`config.mk`:
```
export PLATFORM = sky130hd
export DESIGN_NAME = toiir_coef_regs
export DESIGN_NICKNAME = d
export VERILOG_FILES = /design/src/hdl/toiir_pkg.sv /design/src/hdl/toiir_coef_regs.sv
export SDC_FILE = /design/constraint.sdc
export NUM_CORES = 1
export LEC_CHECK = 0
export BUFFER_PORTS_ARGS = -buffer_cell sky130_fd_sc_hd__buf_2
export CORE_MARGIN = 2
export CORE_UTILIZATION = 51
export CTS_CLUSTER_DIAMETER = 50
export DETAILED_ROUTE_END_ITERATION = 16
export GPL_ROUTABILITY_DRIVEN = 0
export PLACE_DENSITY = 0.84
export REMOVE_ABC_BUFFERS = 1
export SETUP_SLACK_MARGIN = 0.2
export SYNTH_ARGS = -nofsm -noshare
export SYNTH_HDL_FRONTEND = slang
export SYNTH_SLANG_ARGS = --single-unit
```
`constraint.sdc`:
```
create_clock -name clock -period 2.1 [get_ports clock]
set_input_delay 0.42 -clock clock [delete_from_list [all_inputs] [get_ports clock]]
set_output_delay 0.42 -clock clock [all_outputs]
set_load 0.02 [all_outputs]
```
`src/hdl/toiir_pkg.sv`:
```
// ----------------------------------------------------------------------------
// toiir_pkg
// Shared widths, register indexes, reset values and types of the third-order
// recursive filter.
// ----------------------------------------------------------------------------
package toiir_pkg;

   localparam int SAMPLE_WIDTH    = 16;
   localparam int COEF_WIDTH      = 32;
   localparam int NUM_COEFS       = 6;
   localparam int CSR_INDEX_WIDTH = $clog2(NUM_COEFS);

   // Exact product, and a sum of six products with headroom
   localparam int PROD_WIDTH = SAMPLE_WIDTH + COEF_WIDTH;
   localparam int ACC_WIDTH  = PROD_WIDTH + 3;
   localparam int FRAC_SHIFT = COEF_WIDTH - 5;
   localparam int Q_WIDTH    = ACC_WIDTH - FRAC_SHIFT;

   // Register indexes
   localparam logic [CSR_INDEX_WIDTH-1:0] CSR_FF_COEF_0 = CSR_INDEX_WIDTH'(0);
   localparam logic [CSR_INDEX_WIDTH-1:0] CSR_FF_COEF_1 = CSR_INDEX_WIDTH'(1);
   localparam logic [CSR_INDEX_WIDTH-1:0] CSR_FF_COEF_2 = CSR_INDEX_WIDTH'(2);
   localparam logic [CSR_INDEX_WIDTH-1:0] CSR_FB_COEF_1 = CSR_INDEX_WIDTH'(3);
   localparam logic [CSR_INDEX_WIDTH-1:0] CSR_FB_COEF_2 = CSR_INDEX_WIDTH'(4);
   localparam logic [CSR_INDEX_WIDTH-1:0] CSR_FB_COEF_3 = CSR_INDEX_WIDTH'(5);

   typedef logic signed [SAMPLE_WIDTH-1:0] sample_type;
   typedef logic signed [COEF_WIDTH-1:0]   coef_type;

   // Reset coefficients, Q4.27
   localparam coef_type FF_COEF_0_RESET = COEF_WIDTH'(13422);
   localparam coef_type FF_COEF_1_RESET = COEF_WIDTH'(6073352);
   localparam coef_type FF_COEF_2_RESET = COEF_WIDTH'(13422);
   localparam coef_type FB_COEF_1_RESET = COEF_WIDTH'(0);
   localparam coef_type FB_COEF_2_RESET = COEF_WIDTH'(3127273);
   localparam coef_type FB_COEF_3_RESET = COEF_WIDTH'(13422);

   typedef struct packed {
      coef_type ff_coef_0;
      coef_type ff_coef_1;
      coef_type ff_coef_2;
      coef_type fb_coef_1;
      coef_type fb_coef_2;
      coef_type fb_coef_3;
   } coef_bank_type;

   typedef struct packed {
      sample_type x1;
      sample_type x2;
      sample_type y1;
      sample_type y2;
      sample_type y3;
   } history_type;

endpackage

```
`src/hdl/toiir_coef_regs.sv`:
```
// ----------------------------------------------------------------------------
// toiir_coef_regs
// Coefficient register bank, written through the configuration channel.
// ----------------------------------------------------------------------------
module toiir_coef_regs (
   input  logic                                  clock,
   input  logic                                  reset,
   input  logic                                  csr_valid,
   input  logic [toiir_pkg::CSR_INDEX_WIDTH-1:0] csr_index,
   input  logic [toiir_pkg::COEF_WIDTH-1:0]      csr_data,
   output toiir_pkg::coef_bank_type              coefs
);
   import toiir_pkg::*;

   coef_bank_type coefs_ff;
   coef_bank_type coefs_in;

   always_comb begin
      coefs_in = coefs_ff;
      if (csr_valid) begin
         case (csr_index)
            CSR_FF_COEF_0: coefs_in.ff_coef_0 = csr_data;
            CSR_FF_COEF_1: coefs_in.ff_coef_1 = csr_data;
            CSR_FF_COEF_2: coefs_in.ff_coef_2 = csr_data;
            CSR_FB_COEF_1: coefs_in.fb_coef_1 = csr_data;
            CSR_FB_COEF_2: coefs_in.fb_coef_2 = csr_data;
            CSR_FB_COEF_3: coefs_in.fb_coef_3 = csr_data;
            default: ;  // drop writes beyond the bank
         endcase
      end
   end

   always_ff @(posedge clock) begin
      if (reset) begin
         coefs_ff.ff_coef_0 <= FF_COEF_0_RESET;
         coefs_ff.ff_coef_1 <= FF_COEF_1_RESET;
         coefs_ff.ff_coef_2 <= FF_COEF_2_RESET;
         coefs_ff.fb_coef_1 <= FB_COEF_1_RESET;
         coefs_ff.fb_coef_2 <= FB_COEF_2_RESET;
         coefs_ff.fb_coef_3 <= FB_COEF_3_RESET;
      end else begin
         coefs_ff <= coefs_in;
      end
   end

   assign coefs = coefs_ff;

endmodule

```
**After elaboration in Yosys (flattened, before gate mapping)**

Index checks and enable logic that the tools add are counted.

- Word-level logic and storage cells: 18
- Output and inout bits: 192
- Register bits: 192

- Reductions and logical operators: 7
- Eq/ne operators: 5

Operators with widths:

| cell | count |
|---|---|
| 2-bit AND reduction | 6 |
| 3-bit by 2-bit == test with 1-bit output, second input constant | 2 |
| 3-bit == test, second input constant | 2 |
| 3-bit by 1-bit == test with 1-bit output, second input constant | 1 |
| 3-bit logical NOT | 1 |

**Depth between registers and ports, before layout**

- Depth in word-level cells: 2
- Gate-level depth with buffers: 5
- Mapped depth without buffers: 2

**Worst setup path before layout**

No wires, ideal clock.

- Kind: input -> register
- From: in csr_index[0] (netlist bit)
- To: reg coefs_ff (netlist bit coefs[183])
- Cell stages on the path: 5
- Buffers on the path: 3
- Setup slack: 0.529 ns
- Arrival: 1.447 ns
- Data required time: 1.976 ns
- Path through: buf_2 > or4b_4 > buf_6 > buf_6 > mux2i_1

- Cells in the longest elaborated chain, start to end: 2

RTL lines:

| item | line | RTL |
|---|---|---|
| start: declaration | toiir_coef_regs.sv:9 | `input logic [toiir_pkg::CSR_INDEX_WIDTH-1:0] csr_index,` |
| 3-bit logical NOT | toiir_coef_regs.sv:21 | `case (csr_index)` |
| 2-bit AND reduction (no line) | n/a |  |
| end signal: assignment | toiir_coef_regs.sv:42 | `coefs_ff <= coefs_in;` |
| end: declaration | toiir_coef_regs.sv:15 | `coef_bank_type coefs_ff;` |

No other way between the ends.
A chain may end at the register's enable or synchronous reset.

**Worst setup path in the final report**

- From: reg coefs_ff (netlist bit coefs[110])
- To: out coefs[110] (netlist bit)

RTL lines:

| item | line | RTL |
|---|---|---|
| end: declaration | toiir_coef_regs.sv:11 | `output toiir_pkg::coef_bank_type coefs` |

No word-level cell between the ends.

==> results.json <==
{
  "status": "complete, no violations",
  "min_to": "coefs[77]",
  "r2r_end": "coefs[78]",
  "r2r_start": "coefs[78]",
  "reg2reg_setup_slack_ns": 1.42,
  "cts.sinks": 192,
  "path_clk_slew_ns": 0.07,
  "antenna_found_initial": 0,
  "row_count": 44,
  "fmax_mhz": 717.7,
  "hold_viol": 0,
  "clock-root-buffer": "clkbuf_16",
  "worstPathMaxFanout": 2,
  "syn_to_final_growth_pct": 26.87,
  "clock_latency_ns": 0.42,
  "numCtsBuffers": 17,
  "p_total_mw": 7.838,
  "io_buffers": 229,
  "num-fill-cells": 1156,
  "grt_max_degree": 70,
  "rsz0062_at_grt": "false",
  "die_h_um": 125.2,
  "ys_seq_area_share_pct": 51.33,
  "timing.hold.ws_ns": 0.2690,
  "grt_pass1_vias": 5529,
  "multi_input_area_sq_um": 3445,
  "synth_top_cell_area_share_pct": 51.33,
  "ys_ff_latch": 192,
  "grt_pass1_wl_um": 28970,
  "synth.distinct_cells": 16,
  "via_per_inst": 5.061,
  "cp-end-kind": "primary output",
  "io_pins": 230,
  "worst_pin_slew_ns": 0.4793,
  "grtUsageTotal_pct": 23.01,
  "hp-start": "csr_data[13]",
  "cts_tree": "yes",
  "cts_resized": 0,
  "antenna_cells": 0,
  "setup_violations": 0,
  "dieArea_sq_um": 15670,
  "crit_path_top_delay_cell": "dfxtp_1",
  "p_per_area_nw_per_um2": 825.0,
  "drv_cap": 0,
  "wl_per_cell_um": 16.36,
  "path_delay_family": "flip-flops",
  "start_util_pct": 51.92,
  "drc": 0,
  "slew_headroom_pct": 67.98,
  "slew_violations": 0,
  "regArea_sq_um": 3844,
  "ir_drop_mv": 0.5736,
  "whs_path_depth": 3,
  "path_cells": "buf_2",
  "die_x_um": 125.2,
  "drive_above_1_share_pct": 31.27,
  "worstPathRequired_ns": 1.68,
  "initialDrtViolationCount": 229,
  "clockBufferDepth": 2,
  "yosys_warnings": 0,
  "yosys.area.top_type": "dfxtp_1",
  "finalNetCount": 946,
  "min_period_over_period_pct": 66.35,
  "final_antenna_net_count": 0,
  "holdBufCountCts": 0,
  "postCtsSetupBuffers": 0,
  "synthesis.area_sq_um": 7488,
  "totalWireLength_um": 18080,
  "worstSetupStartpointType": "flip-flop",
  "dr.pass1.iters": 5,
  "fin_crit_ns": 1.393,
  "syn_inst": 692,
  "p_leak_nw": 4.851,
  "hp-class": "input port to flip-flop",
  "critPathBufInv": 1,
  "grt_overflow": 0,
  "crit_type": "flip-flop to primary output",
  "fin_skew_ns": 0,
  "cts_htree_levels": 4,
  "synthTopCellsByArea": "dfxtp_1 51%, mux2i_1 26%, nand2b_1 15%",
  "cp.arrival_ns": 0.97,
  "reg2reg_depth": 2,
  "dp.final_hpwl_um": 12510,
  "largest_reg_flops": 192,
  "coreArea_sq_um": 14420,
  "num_vias": 5592,
  "slowest_delay_ns": 0.36,
  "synth.avg_cell_area_sq_um": 10.82
}
[power breakdown]
group	switching, mW	internal (mW)	total [mW]
Combinational	0.364	0.250	0.614
Sequential	0.0414	3.72	3.76
Clock	1.45	2.01	3.46
[Yosys cell counts]
master,instances
nor2_1,70
buf_6,3
nor4b_1,1
nand4bb_1,3
nor4bb_1,2
clkbuf_1,27
and4bb_2,1
buf_4,2
buf_1,1
buf_2,19
mux2i_1,192
or4b_4,1
nand4b_1,2
and4b_1,1
nand2b_1,175
dfxtp_1,192
[through the flow]
| step | TNS [ns] | std cells | util, % | setup slack [ns] | cell area, sq um |
|---|---|---|---|---|---|
| finish | 0 | 1105 | 65.87 | 0.7067 | 9500 |
| floorplan | -83.61 | 640 | - | -1.845 | 7239 |
| CTS | 0 | 1105 | 65.87 | 0.6987 | 9500 |
| global route | 0 | 1105 | 65.87 | 0.6710 | 9500 |
| detailed placement | 0 | 1073 | 61.48 | 0.3711 | 8867 |
| global placement | 0 | 1073 | 61.48 | 0.3984 | 8867 |
[logic make-up after synthesis]
logic type             count (synthesis)  share of synthesized area (%)
buffers and inverters                 52                          3.325
DFF                                  192                          51.33
muxes                                192                          25.66
and+or+nand+nor                      256                          19.68
[worst max-delay path by stage]
stage / slack [ns] / end / from / depth (start not counted)
2_1_floorplan: -1.85 / coefs[160] / csr_index[2] / 2
3_3_place_gp: 0.40 / coefs[99] / csr_index[2] / 4
3_5_place_dp: 0.37 / coefs[99] / csr_index[2] / 4
4_1_cts: 0.70 / coefs[103] / coefs[103] / 1
5_1_grt: 0.67 / coefs[110] / coefs[110] / 1
6_report: 0.71 / coefs[110] / coefs[110] / 1
[area by class of cell]
type	instances	area share (%)
Timing Repair Buffer	249	14.20
Multi-Input combinational cell	448	36.26
Clock inverter	15	2.186
Sequential cell	192	40.46
Clock buffer	17	4.478
Tap cell	184	2.423
[per-layer routing]
metal | up-vias | track usage [%] | wire (um)
li1 | 2708 | - | -
met1 | 2686 | 28.92 | 8036
met3 | 21 | 7.574 | 1247
met4 | 0 | 7.516 | 293
met5 | - | 0 | 0
met2 | 177 | 37.56 | 8500
[cells in the final DEF, fill, tap and decap left out, types with 3 or more instances in the layout]
master,count
clkbuf_16,17
buf_4,17
bufinv_16,4
buf_2,228
dfxtp_1,192
nand2b_1,175
nor2_1,70
inv_6,3
buf_12,4
clkinvlp_4,3
mux2i_1,192
(Power assumes the default switching activity.)
